<file path="config.mk">
export PLATFORM = sky130hd
export DESIGN_NAME = velocity_ramp_drive_controller
export DESIGN_NICKNAME = d
export VERILOG_FILES = /design/src/design/vrd_pkg.sv /design/src/design/velocity_ramp_drive_controller.sv /design/src/design/vrd_cfg.sv /design/src/design/vrd_core.sv
export SDC_FILE = /design/constraint.sdc
export NUM_CORES = 1
export LEC_CHECK = 0
export ABC_AREA = 1
export BUFFER_PORTS_ARGS = -buffer_cell sky130_fd_sc_hd__buf_2
export CAP_MARGIN = 10
export CORE_ASPECT_RATIO = 0.8
export CORE_MARGIN = 2
export CORE_UTILIZATION = 45
export DETAILED_ROUTE_END_ITERATION = 10
export GPL_TIMING_DRIVEN = 0
export PLACE_DENSITY = 0.66
export SLEW_MARGIN = 20
export SYNTH_ARGS = -nofsm -noshare
export SYNTH_HDL_FRONTEND = slang
export SYNTH_SLANG_ARGS = --single-unit
</file>
<file path="constraint.sdc">
create_clock -name clk_i -period 12.4 [get_ports clk_i]
set_input_delay 1.86 -clock clk_i [delete_from_list [all_inputs] [get_ports clk_i]]
set_output_delay 1.86 -clock clk_i [all_outputs]
set_load 0.1 [all_outputs]
</file>
<file path="src/design/vrd_pkg.sv">
// ----------------------------------------------------------------------------
// vrd_pkg: shared types and constants of the velocity ramp drive controller
// Item, result and register layouts, request kinds and output codes.
// ----------------------------------------------------------------------------
package vrd_pkg;

  // request kinds
  localparam logic [1:0] KIND_CMD    = 2'd0;
  localparam logic [1:0] KIND_TICK   = 2'd1;
  localparam logic [1:0] KIND_ESTOP  = 2'd2;

  // motor direction codes
  localparam logic [1:0] DIR_STOP    = 2'd0;
  localparam logic [1:0] DIR_FWD     = 2'd1;
  localparam logic [1:0] DIR_BWD     = 2'd2;

  // steering servo codes
  localparam logic [1:0] STEER_MID   = 2'd0;
  localparam logic [1:0] STEER_LEFT  = 2'd1;
  localparam logic [1:0] STEER_RIGHT = 2'd2;

  // register indexes on the apb port
  localparam logic [1:0] REG_SPEED_LIMIT = 2'd0;
  localparam logic [1:0] REG_SPEED_STEP  = 2'd1;
  localparam logic [1:0] REG_TIMEOUT     = 2'd2;
  localparam logic [1:0] REG_DEADBAND    = 2'd3;

  localparam int unsigned ADDR_W = 4;
  localparam int unsigned DATA_W = 32;

  localparam logic [14:0] SPEED_LIMIT_RST = 15'd4096;
  localparam logic [14:0] SPEED_STEP_RST  = 15'd205;
  localparam logic [15:0] TIMEOUT_RST     = 16'd10;
  localparam logic [14:0] DEADBAND_RST    = 15'd410;

  // pwm full scale and q3.12 fraction bits
  localparam logic [6:0]  PWM_FULL = 7'd100;
  localparam int unsigned Q_SHIFT  = 12;

  typedef struct packed {
    logic [14:0] speed_limit;
    logic [14:0] speed_step;
    logic [15:0] timeout_ticks;
    logic [14:0] steer_deadband;
  } cfg_t;

  typedef struct packed {
    logic [1:0]  kind;
    logic [15:0] linear_cmd;
    logic [15:0] angular_cmd;
    logic        engage;
  } item_t;

  typedef struct packed {
    logic [1:0]  direction;
    logic [6:0]  speed;
    logic [1:0]  steer;
    logic [15:0] current_velocity;
    logic        stop_active;
  } result_t;

endpackage

</file>
<file path="src/design/velocity_ramp_drive_controller.sv">
// ----------------------------------------------------------------------------
// velocity_ramp_drive_controller: slew-limited drive controller
// Each request (velocity command, control tick or emergency stop) gives one
// result carrying direction, pwm speed, steering, ramped velocity and stop
// state as they stand after the request. Requests pass an input register,
// one combinational update of the drive state, and a result register, so a
// request is taken every cycle while in_stall_o is low; the result register
// frees while a result waits only when the receiver takes it. The user must
// write registers over the apb port while idle; the block does not enforce it.
// ----------------------------------------------------------------------------
module velocity_ramp_drive_controller
  import vrd_pkg::*;
(
  input  logic              clk_i,
  input  logic              rst_ni,
  // request channel
  input  logic              in_valid_i,
  output logic              in_stall_o,
  input  logic [1:0]        kind_i,
  input  logic signed [15:0] linear_cmd_i,
  input  logic signed [15:0] angular_cmd_i,
  input  logic              engage_i,
  // result channel
  output logic              out_valid_o,
  input  logic              out_stall_i,
  output logic [1:0]        direction_o,
  output logic [6:0]        speed_o,
  output logic [1:0]        steer_o,
  output logic signed [15:0] current_velocity_o,
  output logic              stop_active_o,
  // configuration
  input  logic              psel,
  input  logic              penable,
  input  logic              pwrite,
  input  logic [ADDR_W-1:0] paddr,
  input  logic [DATA_W-1:0] pwdata,
  output logic [DATA_W-1:0] prdata,
  output logic              pready
);

  cfg_t    cfg;
  item_t   item_q;
  logic    in_valid_q;
  result_t res_d, res_q;
  logic    out_valid_q;
  logic    accept;
  logic    advance;

  vrd_cfg u_cfg (
    .clk_i   (clk_i),
    .rst_ni  (rst_ni),
    .psel    (psel),
    .penable (penable),
    .pwrite  (pwrite),
    .paddr   (paddr),
    .pwdata  (pwdata),
    .prdata  (prdata),
    .pready  (pready),
    .cfg_o   (cfg)
  );

  // the held request moves on once the result register is free
  assign advance    = in_valid_q & (~out_valid_q | ~out_stall_i);
  assign in_stall_o = in_valid_q & ~advance;
  assign accept     = in_valid_i & ~in_stall_o;

  always_ff @(posedge clk_i or negedge rst_ni) begin
    if (!rst_ni) begin
      in_valid_q <= 1'b0;
    end else if (accept) begin
      in_valid_q <= 1'b1;
    end else if (advance) begin
      in_valid_q <= 1'b0;
    end
  end

  always_ff @(posedge clk_i) begin
    if (accept) begin
      item_q.kind        <= kind_i;
      item_q.linear_cmd  <= linear_cmd_i;
      item_q.angular_cmd <= angular_cmd_i;
      item_q.engage      <= engage_i;
    end
  end

  vrd_core u_core (
    .clk_i  (clk_i),
    .rst_ni (rst_ni),
    .cfg_i  (cfg),
    .fire_i (advance),
    .item_i (item_q),
    .res_o  (res_d)
  );

  always_ff @(posedge clk_i or negedge rst_ni) begin
    if (!rst_ni) begin
      out_valid_q <= 1'b0;
    end else if (advance) begin
      out_valid_q <= 1'b1;
    end else if (!out_stall_i) begin
      out_valid_q <= 1'b0;
    end
  end

  always_ff @(posedge clk_i) begin
    if (advance) begin
      res_q <= res_d;
    end
  end

  assign out_valid_o        = out_valid_q;
  assign direction_o        = res_q.direction;
  assign speed_o            = res_q.speed;
  assign steer_o            = res_q.steer;
  assign current_velocity_o = res_q.current_velocity;
  assign stop_active_o      = res_q.stop_active;

  ast_advance_fills: assert property (@(posedge clk_i) disable iff (!rst_ni)
    advance |=> out_valid_q)
    else $error("advanced request lost before result register");

  ast_stall_needs_item: assert property (@(posedge clk_i) disable iff (!rst_ni)
    in_stall_o |-> (in_valid_q && out_valid_q && out_stall_i))
    else $error("request channel stalled without a blocked result");

  ast_stop_result: assert property (@(posedge clk_i) disable iff (!rst_ni)
    (out_valid_q && res_q.stop_active) |->
      (res_q.direction == DIR_STOP && res_q.speed == 7'd0 && res_q.steer == STEER_MID))
    else $error("result drives motors during emergency stop");

endmodule

</file>
<file path="src/design/vrd_cfg.sv">
// ----------------------------------------------------------------------------
// vrd_cfg: configuration registers
// APB-style register file holding clamp, slew step, watchdog and deadband.
// ----------------------------------------------------------------------------
module vrd_cfg
  import vrd_pkg::*;
(
  input  logic              clk_i,
  input  logic              rst_ni,
  input  logic              psel,
  input  logic              penable,
  input  logic              pwrite,
  input  logic [ADDR_W-1:0] paddr,
  input  logic [DATA_W-1:0] pwdata,
  output logic [DATA_W-1:0] prdata,
  output logic              pready,
  output cfg_t              cfg_o
);

  cfg_t       cfg_q;
  logic       wr_en;
  logic [1:0] reg_idx;

  assign pready  = 1'b1;
  assign wr_en   = psel & penable & pwrite;
  assign reg_idx = paddr[3:2];

  always_ff @(posedge clk_i or negedge rst_ni) begin
    if (!rst_ni) begin
      cfg_q.speed_limit    <= SPEED_LIMIT_RST;
      cfg_q.speed_step     <= SPEED_STEP_RST;
      cfg_q.timeout_ticks  <= TIMEOUT_RST;
      cfg_q.steer_deadband <= DEADBAND_RST;
    end else if (wr_en) begin
      unique case (reg_idx)
        REG_SPEED_LIMIT: cfg_q.speed_limit    <= pwdata[14:0];
        REG_SPEED_STEP:  cfg_q.speed_step     <= pwdata[14:0];
        REG_TIMEOUT:     cfg_q.timeout_ticks  <= pwdata[15:0];
        REG_DEADBAND:    cfg_q.steer_deadband <= pwdata[14:0];
        default: ;
      endcase
    end
  end

  always_comb begin
    prdata = '0;
    unique case (reg_idx)
      REG_SPEED_LIMIT: prdata = {17'd0, cfg_q.speed_limit};
      REG_SPEED_STEP:  prdata = {17'd0, cfg_q.speed_step};
      REG_TIMEOUT:     prdata = {16'd0, cfg_q.timeout_ticks};
      REG_DEADBAND:    prdata = {17'd0, cfg_q.steer_deadband};
      default:         prdata = '0;
    endcase
  end

  assign cfg_o = cfg_q;

endmodule

</file>
<file path="src/design/vrd_core.sv">
// ----------------------------------------------------------------------------
// vrd_core: drive state and per-request update
// Holds targets, ramp, watchdog and outputs; computes the state after one
// request in a single combinational pass.
// ----------------------------------------------------------------------------
module vrd_core
  import vrd_pkg::*;
(
  input  logic    clk_i,
  input  logic    rst_ni,
  input  cfg_t    cfg_i,
  input  logic    fire_i,
  input  item_t   item_i,
  output result_t res_o
);

  logic [15:0] tgt_lin_q, tgt_lin_d;
  logic [15:0] tgt_ang_q, tgt_ang_d;
  logic [15:0] ramp_q, ramp_d;
  logic [15:0] idle_q, idle_d;
  logic        stop_q, stop_d;
  logic [1:0]  dir_q, dir_d;
  logic [6:0]  spd_q, spd_d;
  logic [1:0]  steer_q, steer_d;

  // command clamp
  logic signed [17:0] lin_cmd, max_pos, max_neg;
  logic [15:0]        lin_clamped;

  // tick path
  logic [15:0]        idle_inc;
  logic               wd_trip;
  logic [15:0]        tl, ta;
  logic signed [17:0] r_s, t_s, step_s, n_up, n_dn, nr_s;
  logic [15:0]        nr;
  logic [15:0]        abs_r;
  logic [22:0]        prod;
  logic [10:0]        mag_raw;
  logic [6:0]         mag;
  logic signed [17:0] ang_s, lim_pos, lim_neg;

  always_comb begin
    lin_cmd = 18'(signed'(item_i.linear_cmd));
    max_pos = signed'({3'd0, cfg_i.speed_limit});
    max_neg = -max_pos;
    if (lin_cmd > max_pos) begin
      lin_clamped = max_pos[15:0];
    end else if (lin_cmd < max_neg) begin
      lin_clamped = max_neg[15:0];
    end else begin
      lin_clamped = item_i.linear_cmd;
    end
  end

  always_comb begin
    idle_inc = (idle_q != 16'hFFFF) ? idle_q + 16'd1 : idle_q;
    wd_trip  = idle_inc > cfg_i.timeout_ticks;
    tl       = wd_trip ? 16'd0 : tgt_lin_q;
    ta       = wd_trip ? 16'd0 : tgt_ang_q;

    // slew toward the target, never past it
    r_s    = 18'(signed'(ramp_q));
    t_s    = 18'(signed'(tl));
    step_s = signed'({3'd0, cfg_i.speed_step});
    n_up   = r_s + step_s;
    n_dn   = r_s - step_s;
    if (r_s < t_s) begin
      nr_s = (n_up < t_s) ? n_up : t_s;
    end else begin
      nr_s = (n_dn > t_s) ? n_dn : t_s;
    end
    nr = nr_s[15:0];

    // pwm = floor(|v| * 100 / 4096), saturated
    abs_r   = nr_s[17] ? 16'(-nr_s) : nr;
    prod    = 23'(abs_r) * 23'(PWM_FULL);
    mag_raw = prod[22:Q_SHIFT];
    mag     = (mag_raw > 11'(PWM_FULL)) ? PWM_FULL : mag_raw[6:0];

    ang_s   = 18'(signed'(ta));
    lim_pos = signed'({3'd0, cfg_i.steer_deadband});
    lim_neg = -lim_pos;
  end

  always_comb begin
    tgt_lin_d = tgt_lin_q;
    tgt_ang_d = tgt_ang_q;
    ramp_d    = ramp_q;
    idle_d    = idle_q;
    stop_d    = stop_q;
    dir_d     = dir_q;
    spd_d     = spd_q;
    steer_d   = steer_q;
    case (item_i.kind)
      KIND_CMD: begin
        tgt_lin_d = lin_clamped;
        tgt_ang_d = item_i.angular_cmd;
        idle_d    = 16'd0;
      end
      KIND_TICK: begin
        idle_d    = idle_inc;
        tgt_lin_d = tl;
        tgt_ang_d = ta;
        ramp_d    = nr;
        if (stop_q || mag == 7'd0) begin
          dir_d = DIR_STOP;
          spd_d = 7'd0;
        end else if (nr_s > 18'sd0) begin
          dir_d = DIR_FWD;
          spd_d = mag;
        end else begin
          dir_d = DIR_BWD;
          spd_d = mag;
        end
        // steering frozen while stopped
        if (!stop_q) begin
          if (ang_s > lim_pos) begin
            steer_d = STEER_LEFT;
          end else if (ang_s < lim_neg) begin
            steer_d = STEER_RIGHT;
          end else begin
            steer_d = STEER_MID;
          end
        end
      end
      KIND_ESTOP: begin
        stop_d = item_i.engage;
        if (item_i.engage) begin
          dir_d   = DIR_STOP;
          spd_d   = 7'd0;
          steer_d = STEER_MID;
        end
      end
      default: ;
    endcase
  end

  always_ff @(posedge clk_i or negedge rst_ni) begin
    if (!rst_ni) begin
      tgt_lin_q <= '0;
      tgt_ang_q <= '0;
      ramp_q    <= '0;
      idle_q    <= '0;
      stop_q    <= 1'b0;
      dir_q     <= DIR_STOP;
      spd_q     <= '0;
      steer_q   <= STEER_MID;
    end else if (fire_i) begin
      tgt_lin_q <= tgt_lin_d;
      tgt_ang_q <= tgt_ang_d;
      ramp_q    <= ramp_d;
      idle_q    <= idle_d;
      stop_q    <= stop_d;
      dir_q     <= dir_d;
      spd_q     <= spd_d;
      steer_q   <= steer_d;
    end
  end

  assign res_o.direction        = dir_d;
  assign res_o.speed            = spd_d;
  assign res_o.steer            = steer_d;
  assign res_o.current_velocity = ramp_d;
  assign res_o.stop_active      = stop_d;

  ast_speed_limit: assert property (@(posedge clk_i) disable iff (!rst_ni)
    spd_q <= PWM_FULL)
    else $error("drive speed above full scale");

  ast_stop_holds_motor: assert property (@(posedge clk_i) disable iff (!rst_ni)
    stop_q |-> (dir_q == DIR_STOP && spd_q == 7'd0 && steer_q == STEER_MID))
    else $error("motor or steering active during emergency stop");

  ast_dir_speed: assert property (@(posedge clk_i) disable iff (!rst_ni)
    (dir_q == DIR_STOP) == (spd_q == 7'd0))
    else $error("direction and speed disagree");

endmodule
</file>
==> metrics.csv <==
stage;metric;value;unit
routing;drt_iter0_drc;1249;
cts;cts_buffers;25;
timing;timing.final.crit_share;0.9128;
timing;hold_viol_final;0;
worst_setup_path;critPathArrivalTime;11.60;ns
cts;root_buffer;clkbuf_16;
timing;finClkSkew;0.01185;ns
routing;wl_per_cell;17.49;um
place;place.gp.congestion;0.9498;
timing;rsz0062_at_grt;no;
place;io_buffers;105;
cts;clk_pin_slew;0.06;ns
cts;cts_resized;0;
synth;syn_avg_cell_area;7.882;sq um
layout;fin_nets;2550;
layout;area_growth;12.64;%
synth;synth-edff-count;63;
layout;drive_above_1_share;0.1246;
routing;first_pass_iters;8;
routing;via_count;14817;
timing;tns;0;ns
timing;maxSlewViolCount;0;
die;initial_core_util;0.4582;
die;die_w;218.3;um
synth;netlist_instances;2097;
cts;clock_sinks;202;
flow_run;drv_cap;0;
synth;ys_warn_count;0;
worst_setup_path;slowest_stage;fa_1;
die;fp.dieArea;0.03829;sq mm
status;status;complete, no violations;
timing;fin_crit;11.32;ns
synth;ys_ff_latch;202;
die;core_area;0.03607;sq mm
synth;synthFlopType;dfrtp_1;
worst_setup_path;worstPathRequired;12.68;ns
layout;multiInputGateArea;0.009723;sq mm
worst_setup_path;critical_path.top_delay_family;simple AND/OR/NAND/NOR gates;
cts;cts_hold_buf;0;
worst_setup_path;crit_type;reg2reg;
worst_setup_path;start_kind;register;
worst_setup_path;cp_slowest_stage_delay;0.51;ns
timing;worst_pin_slew;0.8602;ns
die;dieHeight;175.4;um
timing;max_slew_margin;0.4193;
global_route;antenna_found_initial;0;
synth;syn_area;0.01653;sq mm
worst_setup_path;crit_fanout;10;
global_route;grt_overflow;0;
cts;cts_tree;built;
min_path;min-delay-path-class;reg2reg;
routing;routed_wirelength;48010;um
synth;async_flop_share;0.6881;
worst_setup_path;crit_buf_inv;16;
die;rows;62;
place;dpl.hpwl;38830;um
routing;via_per_inst;5.400;
synth;yosysSeqAreaShare;0.3259;
worst_setup_path;critPathCaptureType;register;
cts;htree_levels;1;
timing;setup-violations-final;0;
global_route;grt_max_degree;83;
timing;clock.fmax;88.35;MHz
routing;drc;0;
global_route;grt_pass1_wl;76530;um
layout;num_antenna_cells;0;
layout;seq_area;0.005386;sq mm
global_route;grt_use_total;0.2539;
layout;fillers;3452;
global_route;grt_pass1_vias;14042;
cts;clock_latency;0.54;ns
die;io_pins;141;
cts;cts_setup_buffers;0;
cts;max-clock-path-buffers;3;
routing;antenna_left;0;
synth;synth_cell_types;70;
==> synth_stat cells (3+ instances only) <==
master     instances  share of area
dfrtp_1          126           0.19
nor3_2             3         0.0018
a211oi_1          10         0.0045
a31oi_1            3         0.0011
ha_1             215           0.16
nand4_1           20         0.0076
nand3_4            5         0.0053
nor4_1             8         0.0030
nor2_1           157          0.036
o31ai_1            3         0.0014
buf_1              3        0.00068
o2111ai_1         16         0.0085
buf_2              4         0.0012
inv_2             10         0.0023
clkbuf_1          43         0.0098
o221ai_1           7         0.0037
inv_1            293          0.067
o21ai_0          196          0.059
a22oi_1            5         0.0023
o22ai_1           23         0.0087
dfstp_2           13          0.021
nand3_2            4         0.0024
nand2_2           33          0.012
o21bai_1           5         0.0023
a22o_1             3         0.0016
nor2_2             3         0.0011
fa_1              12          0.015
nand2_1          422          0.096
nand3_1           53          0.016
a21oi_1          128          0.039
o211ai_1          13         0.0059
nand3b_1           7         0.0032
nand2_4            4         0.0027
o21ai_1           15         0.0045
clkinv_1           3        0.00068
nor3_1            20         0.0061
a221oi_1           7         0.0037
xnor2_1            5         0.0026
edfxtp_1          63           0.11
buf_4             20         0.0091
xor2_1            69          0.037
a21oi_2            3         0.0016
==> worst paths after layout <==
path	start	end	slack, ns	depth (start not counted)
setup / recovery	u_core.idle_q[0]	speed_o[5]	1.08	67
hold / removal	u_core.tgt_ang_q[0]	u_core.tgt_ang_q[0]	0.48	2
setup reg to reg	u_core.idle_q[0]	speed_o[5]	1.08	67
hold reg to reg	u_core.tgt_ang_q[0]	u_core.tgt_ang_q[0]	0.48	2
max in group asynchronous	rst_ni	u_cfg.cfg_o[37]	10.39	2
min in group asynchronous	rst_ni	u_core.tgt_ang_q[9]	1.23	1
==> through the flow <==
| step | utilization | std cells | setup WS, ns | hold WS [ns] | instance area [sq um] |
|---|---|---|---|---|---|
| 2_1_floorplan | - | 2112 | 2.880 | 0.4340 | 16580 |
| 3_3_place_gp | 0.4910 | 2697 | 0.7675 | 0.4612 | 17710 |
| 3_5_place_dp | 0.4920 | 2698 | 0.6850 | 0.4653 | 17750 |
| 4_1_cts | 0.5150 | 2744 | 0.6232 | 0.4823 | 18580 |
| 5_1_grt | 0.5161 | 2744 | 0.08630 | 0.5054 | 18620 |
| 6_report | 0.5161 | 2744 | 1.081 | 0.4790 | 18620 |
==> registers in the layout (all words and copies together) (netlist names), 2 cells and up <==
register,flops
direction_o,2
speed_o,7
u_core.dir_q,2
item_q,35
u_core.steer_q,2
u_cfg.cfg_o,61
u_core.tgt_lin_q,16
current_velocity_o,16
u_core.tgt_ang_q,16
u_core.spd_q,7
u_core.ramp_q,16
steer_o,2
u_core.idle_q,16
==> cells by family (layout without fill, tap and decap cells) <==
family | after synthesis | in the layout | synth area share
xor+xnor | 75 | 75 | 0.04020
buf+inv | 378 | 530 | 0.09160
simple gates | 752 | 752 | 0.2011
other cells | 2 | 17 | 0.0004544
compound gates | 461 | 461 | 0.1634
fa+ha+maj | 227 | 227 | 0.1773
flops | 202 | 202 | 0.3259
==> routing by layer <==
metal	part of all wire	GRT usage
met5	0	0
met4	0.018	0.04989
met3	0.076	0.04346
met2	0.42	0.3749
met1	0.48	0.3883
==> layout make-up <==
| class | count | share of cell area |
|---|---|---|
| timing repair buffer | 106 | 0.03024 |
| buffer | 72 | 0.01976 |
| clock inverter | 16 | 0.008266 |
| inverter | 306 | 0.06169 |
| clock buffer | 30 | 0.03622 |
| tap | 480 | 0.03226 |
| multi-input combinational | 1532 | 0.5222 |
| sequential | 202 | 0.2893 |
==> layout by cell type, fill, tap and decap left out, types with 43 or more instances in the layout <==
| master | Yosys | layout |
|---|---|---|
| a21oi_1 | 128 | 128 |
| buf_2 | 4 | 108 |
| clkbuf_1 | 43 | 43 |
| dfrtp_1 | 126 | 126 |
| edfxtp_1 | 63 | 63 |
| ha_1 | 215 | 215 |
| inv_1 | 293 | 292 |
| nand2_1 | 422 | 422 |
| nand3_1 | 53 | 53 |
| nor2_1 | 157 | 152 |
| o21ai_0 | 196 | 196 |
| xor2_1 | 69 | 69 |
==> tightest hold or removal path, delay by kind of cell, from the launching register on <==
family | cells | cell delay, ns
simple gates | 2 | 0.10
flops | 1 | 0.34
Power is not shown: default switching activity piles up to over one toggle a cycle in this logic, so the estimate is an artifact.
